<file path="src/rtl/core/fblc_ram.sv">
`timescale 1ns / 1ps
// ----------------------------------------------------------------------------
// fblc_ram - generic single-write, single-read synchronous RAM
// One write port, one read port with registered read data.
// ----------------------------------------------------------------------------
module fblc_ram #(
    parameter int WIDTH = 64,
    parameter int DEPTH = 64
) (
    input  logic                     clk,
    input  logic                     we,
    input  logic [$clog2(DEPTH)-1:0] waddr,
    input  logic [WIDTH-1:0]         wdata,
    input  logic [$clog2(DEPTH)-1:0] raddr,
    output logic [WIDTH-1:0]         rdata
);

    logic [WIDTH-1:0] mem_reg [DEPTH];
    logic [WIDTH-1:0] rdata_reg;

    always_ff @(posedge clk)
    begin
        if (we)
        begin
            mem_reg[waddr] <= wdata;
        end
        rdata_reg <= mem_reg[raddr];
    end

    assign rdata = rdata_reg;

endmodule

</file>
<file path="config.mk">
export PLATFORM = sky130hd
export DESIGN_NAME = fblc_ram
export DESIGN_NICKNAME = d
export VERILOG_FILES = /design/src/rtl/core/fblc_ram.sv
export SDC_FILE = /design/constraint.sdc
export NUM_CORES = 2
export LEC_CHECK = 0
export BUFFER_PORTS_ARGS = -buffer_cell sky130_fd_sc_hd__buf_2
export CAP_MARGIN = 0
export CORE_MARGIN = 1.5
export CORE_UTILIZATION = 60
export CTS_BUF_LIST = sky130_fd_sc_hd__clkbuf_4 sky130_fd_sc_hd__clkbuf_8
export DETAILED_ROUTE_END_ITERATION = 16
export GPL_TIMING_DRIVEN = 0
export PLACE_DENSITY = 0.79
export SKIP_LAST_GASP = 1
export SYNTH_ARGS = -nofsm -noshare
export SYNTH_HDL_FRONTEND = slang
export SYNTH_SLANG_ARGS = --single-unit
</file>
<file path="constraint.sdc">
create_clock -name clk -period 7.1 [get_ports clk]
set_input_delay 0.71 -clock clk [delete_from_list [all_inputs] [get_ports clk]]
set_output_delay 0.71 -clock clk [all_outputs]
set_load 0.01 [all_outputs]
</file>
==> results.cfg <==
[setup_path]
cp_top_family = buffers and inverters
worstReg2RegEnd = rdata[58]
cp-end-kind = register
crit_buf_inv = 5
cp_data_required_time_ps = 7970
crit_type = primary input to register
slowest_stage = a211oi_1
path_cells = buf_2 -> buf_4 -> buf_2 -> buf_2 -> buf_4 -> mux2i_1 -> o22ai_1 -> a31oi_1 -> a211oi_1
reg2reg_depth = 5
worstPathArrival_ps = 4820
crit_fanout = 10
regToRegSetupSlack_ps = 4260
start_kind = primary input
r2r-start = mem_reg[47][58]
cpPeakStageDelay_ps = 800
cpMostUsedCell = buf_2

[final_layout]
num-nets-final = 7597
largest_reg_flops = 4096
num-fill-cells = 14420
area_growth_pct = 13.14
final_cells = 11430
drive_gt1_share_pct = 32.21
stdcell_area_um2 = 176900

[timing]
fin_ws_ps = 3146
fin_crit_sh_pct = 55.69
fmax_mhz = 252.9
period_minus_slack_ps = 3954
finalSetupViolations = 0
slew_headroom_pct = -3.881
rsz0062_at_grt = no
hold_viol = 0
finClkSkew_ps = 53.34
worst_slew_pin_slew_ps = 1552
drv_slew = 10

[drt]
first_pass_iters = 8
post_drt_wl_per_cell_um = 36.41
dr.first_iter.drc_count = 13340
ant_nets = 0
vias = 79610
routed_wl_um = 416100
drc = 0
viasPerCell = 6.967

[global_route]
use_met3_pct = 9.994
grt_max_degree = 65
grt_pass1_vias = 80330
grt_overflow_total = 0
gr-usage-all-layers_pct = 31.64
met2_usage_pct = 48.51
grt_pass1_wl_um = 581200
top_usage_layer = met2
grt_use_met1_pct = 41.00
antenna_found_initial = 43

[place]
post-place-ws_ps = 2336
place_congestion = 0.8754
port_buffers = 133
placed_area_um2 = 165100
dp.cells = 10300
hpwl_um = 267500

[floorplanning]
die_w_um = 513.5
die_y_um = 513.5
num_rows = 187
core_um2 = 259200
io_pins = 142
dieArea_um2 = 263700
initial_core_util_pct = 60.31

[yosys]
synth_cells = 6598
synth_area_um2 = 156300
synthMostInstantiatedCell = edfxtp_1
yosys-top-cells-area = edfxtp_1 79%, mux4_2 15%, mux2i_1 0.86%
syn-num-nets = 6676
synth-edff-count = 4096
synth_commonest_cells = 4,096 x edfxtp_1, 1,024 x mux4_2, 170 x buf_2
synth_warnings = 0
ys.flop_type = edfxtp_1
synthArstFlopShare_pct = 0
ys_ff_latch = 4160
yosys.area.top_type_share_pct = 78.67
synth_top_cell_by_area = edfxtp_1
yosysSeqAreaShare_pct = 79.49
syn_avg_cell_area_um2 = 23.70
yosysUniqueCellTypes = 33

[clock_network]
hold_buffers = 0
post_cts_buffers = 0
cts.repair.resized = 0
cts_max_path_buffers = 4
cts_num_sinks = 4160
cts_buffers = 616
clkTransAtPathRegs_ps = 60
ctsRootBufferMaster = clkbuf_8
cts_tree = built
clk_latency_ps = 1080
h-tree-depth = 6

[worst_hold_path]
min_path_type = primary input to register
holdPathStages = 1
worstHoldStart = wdata[23]
min_to = mem_reg[5][23]

[power_and_ir_drop]
vdd_drop_max_mv = 0.2356
p_leak_uw = 0.05572
p_per_area_nw_per_um2 = 274.6

[run]
maxCapViolations = 1

[status]
status = finished, violations left
violations = max-capacitance violations, max-slew violations
[report_power, final]
part / switching [µW] / internal [µW]
combinational: 1770 / 871
clock: 9070 / 9600
sequential: 60.8 / 27200
[worst register-to-register path: stages, from the launching register on]
cell      delay, ps
edfxtp_1        400
mux4_2          490
mux2i_1         430
nand2_1         140
a41oi_1         920
a211oi_1        260
[area by class of cell]
cell class	instances	area [µm²]	area share, %
diodes	22	55.05	0.03112
plain buffers	370	1783	1.008
clock buffers	823	10150	5.738
clock inverters	279	1555	0.8792
inverters	19	71.32	0.04032
multi-input cells	2049	30700	17.35
flip-flops and latches	4160	124300	70.25
well taps	3402	4257	2.406
repair buffers	303	4049	2.289
[cells in the final DEF, fill, tap and decap left out, types with 134 or more instances in the layout]
cell type	netlist	routed
buf_12	0	140
buf_2	170	301
clkbuf_1	140	134
mux4_2	1024	1024
a22oi_1	168	168
mux2i_1	135	135
edfxtp_1	4096	4096
clkinv_1	0	161
clkbuf_4	0	188
clkbuf_8	0	635
[kinds of logic (layout without fill, tap and decap cells)]
kind of cell    Yosys count  after routing  synth area share [%]
simple gates            386            386                 1.240
other cells               0             22                     0
flops                  4160           4160                 79.49
buf+inv                 389           1794                 1.180
compound gates          504            504                 2.477
mux                    1159           1159                 15.61
[worst max-delay path by stage]
stage | slack, ps | to | cells after the start | from
3_3_place_gp | -4690 | mem_reg[48][27] | 4 | waddr[3]
2_1_floorplan | 950 | mem_reg[48][0] | 4 | waddr[3]
3_5_place_dp | 2340 | rdata[31] | 8 | raddr[0]
6_report | 3150 | rdata[6] | 9 | raddr[2]
5_1_grt | 3210 | rdata[37] | 8 | raddr[0]
4_1_cts | 3460 | rdata[31] | 8 | raddr[0]
[through the flow]
stage | setup TNS, ps | hold slack, ps | utilization [%] | power, µW
after floorplan | 0 | 787.8 | - | 29050
after global placement | -3814680 | 889.2 | 62.21 | 30210
after detailed placement | 0 | 897.5 | 63.67 | 30340
after CTS | 0 | 324.9 | 68.19 | 48550
after global routing | 0 | 138.9 | 68.22 | 49690
final | 0 | 147.8 | 68.24 | 48580
[metal layers]
metal / vias up / part of all wire [%]
li1: 30470 / -
met1: 40810 / 33
met2: 6965 / 47
met3: 1336 / 15
met4: 26 / 6.1
met5: - / 0.038
Power figures use the tool's default switching activity.
