==> src/rtl/core/fblc_pkg.sv <==
`timescale 1ns / 1ps
// ----------------------------------------------------------------------------
// fblc_pkg - shared types for the free block list coalescer
// Entry layout, write-port bundle, operation codes and sequencer states.
// ----------------------------------------------------------------------------
package fblc_pkg;

    localparam int FREE_DEPTH = 64;
    localparam int IDX_W      = $clog2(FREE_DEPTH);
    localparam int CNT_W      = $clog2(FREE_DEPTH + 1);
    localparam int WORD_W     = 32;

    typedef enum logic [1:0] {
        OP_RELEASE = 2'd0,
        OP_APPEND  = 2'd1,
        OP_SET_END = 2'd2
    } op_t;

    typedef enum logic [3:0] {
        ST_IDLE,
        ST_SRCH_RD,
        ST_SRCH_CHK,
        ST_DEC1,
        ST_DEC2,
        ST_MOVE_RD,
        ST_MOVE_WR,
        ST_PUT
    } state_t;

    typedef struct packed {
        logic [WORD_W-1:0] off;
        logic [WORD_W-1:0] size;
    } entry_t;

    typedef struct packed {
        logic             we;
        logic [IDX_W-1:0] addr;
        entry_t           data;
    } ram_wr_t;

    function automatic logic [WORD_W-1:0] sat_add(input logic [WORD_W-1:0] a,
                                                  input logic [WORD_W-1:0] b);
        logic [WORD_W:0] s;
        s = {1'b0, a} + {1'b0, b};
        return s[WORD_W] ? {WORD_W{1'b1}} : s[WORD_W-1:0];
    endfunction

endpackage

==> src/rtl/core/fblc_ctrl.sv <==
`timescale 1ns / 1ps
// ----------------------------------------------------------------------------
// fblc_ctrl - free list sequencer
// Scans the sorted list in RAM, decides on merges and shifts entries.
// ----------------------------------------------------------------------------
module fblc_ctrl (
    input  logic                                    clk,
    input  logic                                    rst_n,
    input  logic                                    start,
    input  logic [1:0]                              operation,
    input  logic [fblc_pkg::WORD_W-1:0]             block_offset,
    input  logic [fblc_pkg::WORD_W-1:0]             block_size,
    output logic                                    busy,
    output logic                                    done,
    output logic                                    status,
    output logic [6:0]                              entry_count,
    output logic [fblc_pkg::WORD_W-1:0]             data_end_now,
    output fblc_pkg::ram_wr_t                       wr,
    output logic [fblc_pkg::IDX_W-1:0]              rd_addr,
    input  fblc_pkg::entry_t                        rd_data
);

    localparam logic [fblc_pkg::CNT_W-1:0] FULL_CNT = fblc_pkg::CNT_W'(fblc_pkg::FREE_DEPTH);
    localparam logic [fblc_pkg::CNT_W-1:0] ONE_CNT  = fblc_pkg::CNT_W'(1);

    fblc_pkg::state_t                   state_reg, state_next;
    logic [fblc_pkg::CNT_W-1:0]         used_reg, used_next;
    logic [fblc_pkg::WORD_W-1:0]        data_end_reg, data_end_next;
    logic                               done_reg, done_next;
    logic                               status_reg, status_next;

    logic [fblc_pkg::WORD_W-1:0]        off_reg, off_next;
    logic [fblc_pkg::WORD_W-1:0]        size_reg, size_next;
    logic [fblc_pkg::CNT_W-1:0]         scan_reg, scan_next;
    logic [fblc_pkg::CNT_W-1:0]         mv_reg, mv_next;
    logic                               up_reg, up_next;
    logic                               has_next_reg, has_next_next;
    logic                               prev_touch_reg, prev_touch_next;
    fblc_pkg::entry_t                   prev_reg, prev_next;
    fblc_pkg::entry_t                   nxt_reg, nxt_next;
    fblc_pkg::entry_t                   cur_reg, cur_next;

    logic [fblc_pkg::CNT_W-1:0]         scan_m1;
    logic [fblc_pkg::CNT_W-1:0]         mv_m1;
    logic [fblc_pkg::CNT_W-1:0]         mv_p1;
    logic [fblc_pkg::WORD_W:0]          prev_sum;
    logic [fblc_pkg::WORD_W:0]          cur_sum;

    assign scan_m1  = scan_reg - ONE_CNT;
    assign mv_m1    = mv_reg - ONE_CNT;
    assign mv_p1    = mv_reg + ONE_CNT;
    assign prev_sum = {1'b0, prev_reg.off} + {1'b0, prev_reg.size};
    assign cur_sum  = {1'b0, cur_reg.off} + {1'b0, cur_reg.size};

    always_ff @(posedge clk or negedge rst_n)
    begin
        if (!rst_n)
        begin
            state_reg    <= fblc_pkg::ST_IDLE;
            used_reg     <= '0;
            data_end_reg <= '0;
            done_reg     <= 1'b0;
            status_reg   <= 1'b0;
        end
        else
        begin
            state_reg    <= state_next;
            used_reg     <= used_next;
            data_end_reg <= data_end_next;
            done_reg     <= done_next;
            status_reg   <= status_next;
        end
    end

    always_ff @(posedge clk)
    begin
        off_reg        <= off_next;
        size_reg       <= size_next;
        scan_reg       <= scan_next;
        mv_reg         <= mv_next;
        up_reg         <= up_next;
        has_next_reg   <= has_next_next;
        prev_touch_reg <= prev_touch_next;
        prev_reg       <= prev_next;
        nxt_reg        <= nxt_next;
        cur_reg        <= cur_next;
    end

    always_comb
    begin
        state_next      = state_reg;
        used_next       = used_reg;
        data_end_next   = data_end_reg;
        done_next       = 1'b0;
        status_next     = status_reg;
        off_next        = off_reg;
        size_next       = size_reg;
        scan_next       = scan_reg;
        mv_next         = mv_reg;
        up_next         = up_reg;
        has_next_next   = has_next_reg;
        prev_touch_next = prev_touch_reg;
        prev_next       = prev_reg;
        nxt_next        = nxt_reg;
        cur_next        = cur_reg;
        wr              = '0;
        rd_addr         = scan_reg[fblc_pkg::IDX_W-1:0];

        case (state_reg)
            fblc_pkg::ST_IDLE:
            begin
                if (start)
                begin
                    status_next = 1'b0;
                    case (fblc_pkg::op_t'(operation))
                        fblc_pkg::OP_RELEASE:
                        begin
                            off_next      = block_offset;
                            size_next     = block_size;
                            scan_next     = '0;
                            has_next_next = 1'b0;
                            state_next    = fblc_pkg::ST_SRCH_RD;
                        end
                        fblc_pkg::OP_APPEND:
                        begin
                            if (used_reg == FULL_CNT)
                            begin
                                status_next = 1'b1;
                            end
                            else
                            begin
                                wr.we        = 1'b1;
                                wr.addr      = used_reg[fblc_pkg::IDX_W-1:0];
                                wr.data.off  = block_offset;
                                wr.data.size = block_size;
                                used_next    = used_reg + ONE_CNT;
                            end
                            done_next = 1'b1;
                        end
                        fblc_pkg::OP_SET_END:
                        begin
                            data_end_next = block_offset;
                            done_next     = 1'b1;
                        end
                        default:
                        begin
                            done_next = 1'b1;
                        end
                    endcase
                end
            end

            fblc_pkg::ST_SRCH_RD:
            begin
                if (scan_reg == used_reg)
                begin
                    state_next = fblc_pkg::ST_DEC1;
                end
                else
                begin
                    rd_addr    = scan_reg[fblc_pkg::IDX_W-1:0];
                    state_next = fblc_pkg::ST_SRCH_CHK;
                end
            end

            fblc_pkg::ST_SRCH_CHK:
            begin
                if (off_reg < rd_data.off)
                begin
                    nxt_next      = rd_data;
                    has_next_next = 1'b1;
                    state_next    = fblc_pkg::ST_DEC1;
                end
                else
                begin
                    prev_next  = rd_data;
                    scan_next  = scan_reg + ONE_CNT;
                    state_next = fblc_pkg::ST_SRCH_RD;
                end
            end

            fblc_pkg::ST_DEC1:
            begin
                if ((scan_reg != '0) && (prev_sum == {1'b0, off_reg}))
                begin
                    prev_touch_next = 1'b1;
                    cur_next.off    = prev_reg.off;
                    cur_next.size   = fblc_pkg::sat_add(prev_reg.size, size_reg);
                end
                else
                begin
                    prev_touch_next = 1'b0;
                    cur_next.off    = off_reg;
                    cur_next.size   = size_reg;
                end
                state_next = fblc_pkg::ST_DEC2;
            end

            fblc_pkg::ST_DEC2:
            begin
                if (has_next_reg && (cur_sum == {1'b0, nxt_reg.off}))
                begin
                    // merge into following entry
                    wr.we        = 1'b1;
                    wr.data.off  = cur_reg.off;
                    wr.data.size = fblc_pkg::sat_add(nxt_reg.size, cur_reg.size);
                    if (prev_touch_reg)
                    begin
                        wr.addr    = scan_m1[fblc_pkg::IDX_W-1:0];
                        mv_next    = scan_reg;
                        up_next    = 1'b0;
                        state_next = fblc_pkg::ST_MOVE_RD;
                    end
                    else
                    begin
                        wr.addr    = scan_reg[fblc_pkg::IDX_W-1:0];
                        done_next  = 1'b1;
                        state_next = fblc_pkg::ST_IDLE;
                    end
                end
                else if (!has_next_reg && (cur_sum >= {1'b0, data_end_reg}))
                begin
                    // tail block gives space back to data end
                    data_end_next = cur_reg.off;
                    if (prev_touch_reg)
                    begin
                        used_next = used_reg - ONE_CNT;
                    end
                    done_next  = 1'b1;
                    state_next = fblc_pkg::ST_IDLE;
                end
                else if (prev_touch_reg)
                begin
                    wr.we      = 1'b1;
                    wr.addr    = scan_m1[fblc_pkg::IDX_W-1:0];
                    wr.data    = cur_reg;
                    done_next  = 1'b1;
                    state_next = fblc_pkg::ST_IDLE;
                end
                else if (used_reg == FULL_CNT)
                begin
                    status_next = 1'b1;
                    done_next   = 1'b1;
                    state_next  = fblc_pkg::ST_IDLE;
                end
                else
                begin
                    mv_next    = used_reg;
                    up_next    = 1'b1;
                    state_next = fblc_pkg::ST_MOVE_RD;
                end
            end

            fblc_pkg::ST_MOVE_RD:
            begin
                if (up_reg)
                begin
                    if (mv_reg == scan_reg)
                    begin
                        state_next = fblc_pkg::ST_PUT;
                    end
                    else
                    begin
                        rd_addr    = mv_m1[fblc_pkg::IDX_W-1:0];
                        state_next = fblc_pkg::ST_MOVE_WR;
                    end
                end
                else
                begin
                    if (mv_p1 >= used_reg)
                    begin
                        used_next  = used_reg - ONE_CNT;
                        done_next  = 1'b1;
                        state_next = fblc_pkg::ST_IDLE;
                    end
                    else
                    begin
                        rd_addr    = mv_p1[fblc_pkg::IDX_W-1:0];
                        state_next = fblc_pkg::ST_MOVE_WR;
                    end
                end
            end

            fblc_pkg::ST_MOVE_WR:
            begin
                wr.we      = 1'b1;
                wr.addr    = mv_reg[fblc_pkg::IDX_W-1:0];
                wr.data    = rd_data;
                mv_next    = up_reg ? mv_m1 : mv_p1;
                state_next = fblc_pkg::ST_MOVE_RD;
            end

            fblc_pkg::ST_PUT:
            begin
                wr.we      = 1'b1;
                wr.addr    = scan_reg[fblc_pkg::IDX_W-1:0];
                wr.data    = cur_reg;
                used_next  = used_reg + ONE_CNT;
                done_next  = 1'b1;
                state_next = fblc_pkg::ST_IDLE;
            end

            default:
            begin
                state_next = fblc_pkg::ST_IDLE;
            end
        endcase
    end

    assign busy         = (state_reg != fblc_pkg::ST_IDLE);
    assign done         = done_reg;
    assign status       = status_reg;
    assign entry_count  = 7'(used_reg);
    assign data_end_now = data_end_reg;

    a_used_bound: assert property (@(posedge clk) disable iff (!rst_n)
        used_reg <= FULL_CNT)
        else $error("free list count beyond depth");

    a_full_status: assert property (@(posedge clk) disable iff (!rst_n)
        (done_reg && status_reg) |-> (used_reg == FULL_CNT))
        else $error("full status with room left");

    a_count_on_done: assert property (@(posedge clk) disable iff (!rst_n)
        (used_reg != $past(used_reg)) |-> done_reg)
        else $error("entry count changed without a result");

    a_wr_addr: assert property (@(posedge clk) disable iff (!rst_n)
        wr.we |-> (fblc_pkg::CNT_W'(wr.addr) <= used_reg))
        else $error("write beyond end of list");

    a_shift_up: assert property (@(posedge clk) disable iff (!rst_n)
        ((state_reg == fblc_pkg::ST_MOVE_WR) && up_reg) |-> (mv_reg > scan_reg))
        else $error("insert shift past slot");

    a_scan_bound: assert property (@(posedge clk) disable iff (!rst_n)
        (state_reg == fblc_pkg::ST_SRCH_CHK) |-> (scan_reg < used_reg))
        else $error("search read beyond list");

endmodule

==> config.mk <==
export PLATFORM = sky130hd
export DESIGN_NAME = fblc_ctrl
export DESIGN_NICKNAME = d
export VERILOG_FILES = /design/src/rtl/core/fblc_pkg.sv /design/src/rtl/core/fblc_ctrl.sv
export SDC_FILE = /design/constraint.sdc
export NUM_CORES = 1
export LEC_CHECK = 0
export ABC_CLOCK_PERIOD_IN_PS = 16700
export BUFFER_PORTS_ARGS = -buffer_cell sky130_fd_sc_hd__buf_2
export CORE_UTILIZATION = 35
export DETAILED_ROUTE_END_ITERATION = 10
export PLACE_DENSITY_LB_ADDON = 0.1
export SLEW_MARGIN = 5
export SYNTH_ARGS = -nofsm -noshare
export SYNTH_HDL_FRONTEND = slang
export SYNTH_SLANG_ARGS = --single-unit
==> constraint.sdc <==
create_clock -name clk -period 16.7 [get_ports clk]
set_input_delay 4.175 -clock clk [delete_from_list [all_inputs] [get_ports clk]]
set_output_delay 4.175 -clock clk [all_outputs]
set_load 0.05 [all_outputs]
==> results.sh <==
export IMPL_status="complete, but fails checks"
export IMPL_violations="antenna violations"
export IMPL_via_count=20859
export IMPL_rows=96
export IMPL_syn_inst=2504
export IMPL_wl_per_cell_um=25.5
export IMPL_synth_common_cells="273 x edfxtp_1, 209 x ha_1, 196 x a21oi_1"
export IMPL_via_per_inst=5.70
export IMPL_fp_dieH_um=265
export IMPL_core_area_um2=68600
export IMPL_totalNegativeSetupSlack_ns=0
export IMPL_synth_nets=2851
export IMPL_rr_worst_depth=20
export IMPL_clock_latency_ns=0.57
export IMPL_leakagePower_uw=0.0118
export IMPL_cp_data_required_time_ns=12.52
export IMPL_finClkSkew_ns=0.0283
export IMPL_ctsHoldBuffers=0
export IMPL_switchingPower_uw=2100
export IMPL_fmax_mhz=83.8
export IMPL_finalHoldViolCount=0
export IMPL_ctsResizeCount=0
export IMPL_start_kind="flip-flop"
export IMPL_htreeDepth=2
export IMPL_min_path_type="reg2reg"
export IMPL_synth_area_leaders="edfxtp_1 34%, ha_1 11%, dfrtp_1 4.5%, xnor2_1 4.2%, a21oi_1 4.0%"
export IMPL_powerDensity_nw_per_um2=161
export IMPL_grt_pass1_wl_mm=136
export IMPL_ir_drop_mv=0.106
export IMPL_p_int_uw=2360
export IMPL_cts_buffers=39
export IMPL_synth_distinct_cells=93
export IMPL_wirelength_mm=93.4
export IMPL_dpl_hpwl_mm=73.8
export IMPL_boundaryPins=252
export IMPL_comb_power_share_pct=52.4
export IMPL_port_buffers=251
export IMPL_total_power_uw=4460
export IMPL_clk_pin_slew_ns=0.05
export IMPL_worstHoldEndpoint="data_end_now[7]"
export IMPL_async_flop_share_pct=13.9
export IMPL_ys_flop_type="edfxtp_1"
export IMPL_clock_power_share_pct=19.5
export IMPL_grt_max_degree=65
export IMPL_synth_top_area_share_pct=33.8
export IMPL_start_util_pct=35.4
export IMPL_r2r_end="mv_reg[1]"
export IMPL_fill_cells=6846
export IMPL_cts_tree="built"
export IMPL_track_usage_pct=26.1
export IMPL_min_path_cells=2
export IMPL_final_nets=3041
export IMPL_yosys_cell_count_top_type="edfxtp_1"
export IMPL_slew_viol_final=0
export IMPL_final_layout_size_suffix_gt1_share_pct=14.4
export IMPL_dieWidth_um=265
export IMPL_syn_to_final_growth_pct=14.2
export IMPL_tightest_slew_ns=1.11
export IMPL_rsz0062_at_grt="no"
export IMPL_synth_warnings=0
export IMPL_drv_cap=0
export IMPL_drtIter0Drc=1913
export IMPL_fin_crit_sh_pct=71.5
export IMPL_root_buffer="clkbuf_16"
export IMPL_crit_type="reg2out"
export IMPL_synth_top_cell_by_area="edfxtp_1"
export IMPL_setup_viol=0
export IMPL_synth_cell_area_um2=24300
export IMPL_ys_ff_latch=317
export IMPL_postCtsSetupBuffers=0
export IMPL_grt_remaining_overflow=0
export IMPL_r2r_start="cur_reg[9]"
export IMPL_r2r_slack_ns=10.09
export IMPL_cts_path_max_buffers=3
export IMPL_synth_seq_area_share_pct=38.3
export IMPL_holdCritStartpoint="data_end_now[7]"
export IMPL_antenna_found_initial=8
export IMPL_cp_end_kind="primary output"
export IMPL_die_area_um2=70400
export IMPL_power_frac_seq_pct=28.0
export IMPL_gp_congestion=0.956
export IMPL_ant_nets=1
export IMPL_syn_area_per_cell_um2=9.69
export IMPL_cp_arrival_ns=7.76
export IMPL_swShare_pct=47.1
export IMPL_first_global_vias=20281
export IMPL_slew_limit_headroom_pct=26.1
export IMPL_synth_edff_count=273
export IMPL_worst_path_max_fanout=34
export IMPL_min_period_ns=11.94
export IMPL_route_detailed_drc=0
export IMPL_tritoncts_num_sinks=317
export IMPL_first_pass_iters=6
worst max-delay path by stage:
stage | slack, ns | to | start
floorplan | 6.32 | wr[17] | start
global placement | 5.09 | wr[14] | start
detailed placement | 4.96 | wr[14] | start
CTS | 4.79 | wr[56] | cur_reg[9]
global route | 4.42 | wr[56] | cur_reg[9]
finish | 4.76 | wr[56] | cur_reg[9]
through the flow:
stage               cells  hold WS (ns)  utilization (%)  instance area [um2]  setup slack (ns)
floorplan            2504         0.533                -                24300              6.32
global placement     3584         0.496             38.5                26400              5.09
detailed placement   3584         0.495             38.5                26400              4.96
CTS                  3653         0.508             40.4                27700              4.79
global route         3653         0.526             40.4                27700              4.42
finish               3661         0.504             40.4                27700              4.76
layout make-up:
| cell class | count | area [um2] | share of cell area (%) |
|---|---|---|---|
| Antenna cell | 8 | 20.0 | 0.0722 |
| Clock buffer | 48 | 1030 | 3.72 |
| Clock inverter | 21 | 249 | 0.899 |
| Inverter | 138 | 518 | 1.87 |
| Multi-Input combinational cell | 1927 | 14000 | 50.6 |
| Sequential cell | 317 | 9300 | 33.6 |
| Tap cell | 931 | 1160 | 4.20 |
| Timing Repair Buffer | 271 | 1410 | 5.07 |
layer usage:
metal	global-route usage (%)	wire length [um]	vias up
li1	-	-	9803
met1	34.7	40800	10253
met2	44.1	44600	701
met3	3.48	5320	98
met4	7.47	2630	4
met5	0	27	-
placed cells by master, fill, tap and decap left out, types with 10 or more instances in the layout:
cell       instances
a21oi_1          196
o21a_1            21
nand2b_1          31
inv_1            136
ha_1             209
a222oi_1          38
clkbuf_16         40
o211ai_1          14
buf_4             20
mux2_1            37
nor4_1            17
edfxtp_1         273
buf_2            251
and3_1            11
mux2i_1           43
xnor2_1          117
a31oi_1           21
nand3_1           48
a211o_1           10
nor2b_1           23
nand4_1           37
and2_1            11
xor2_1            67
nor3_1            46
a22o_1            34
o21bai_1          13
o22ai_1           10
nand2_1          170
o21ai_0          153
or3_1             12
a21o_1           116
a211oi_1          18
mux2_2            30
o21ai_1           39
dfrtp_1           44
nor2_1           174
critical path: stages, from the launching register on:
cell	delay (ns)
edfxtp_1	0.52
ha_1	0.45
a21oi_1	0.63
nand2_1	0.17
nor4_1	0.43
o311ai_0	0.21
a21oi_1	0.65
o21ai_0	0.20
xor2_1	0.19
ha_1	0.32
a21o_1	0.17
a21o_1	0.17
a21oi_1	0.12
o21ai_0	0.08
a21oi_1	0.13
a21oi_1	0.09
o31ai_1	0.22
a41o_1	0.30
and3_1	0.23
buf_4	0.44
or3_1	0.51
buf_4	0.42
a21o_1	0.18
buf_2	0.26
power groups by stage:
stage                     Clock, uW  Sequential, uW  Combinational (uW)
final                           873            1250                2340
after global routing            921            1270                2550
after CTS                       894            1260                2340
after detailed placement          0            1270                2320
after global placement            0            1270                2300
after floorplan                   0            1310                1570
kinds of logic (layout without fill, tap and decap cells):
group	Yosys count	in the layout	share of synthesized area (%)
AO/OA/AOI/OAI	777	777	21.2
AND/OR/NAND/NOR	634	634	12.8
adder cells (fa/ha/maj)	214	214	11.2
XOR/XNOR	192	192	7.39
flip-flops	317	317	38.3
multiplexers	110	110	4.88
other	0	8	0
buffers and inverters	260	478	4.25
(Power assumes the default switching activity.)
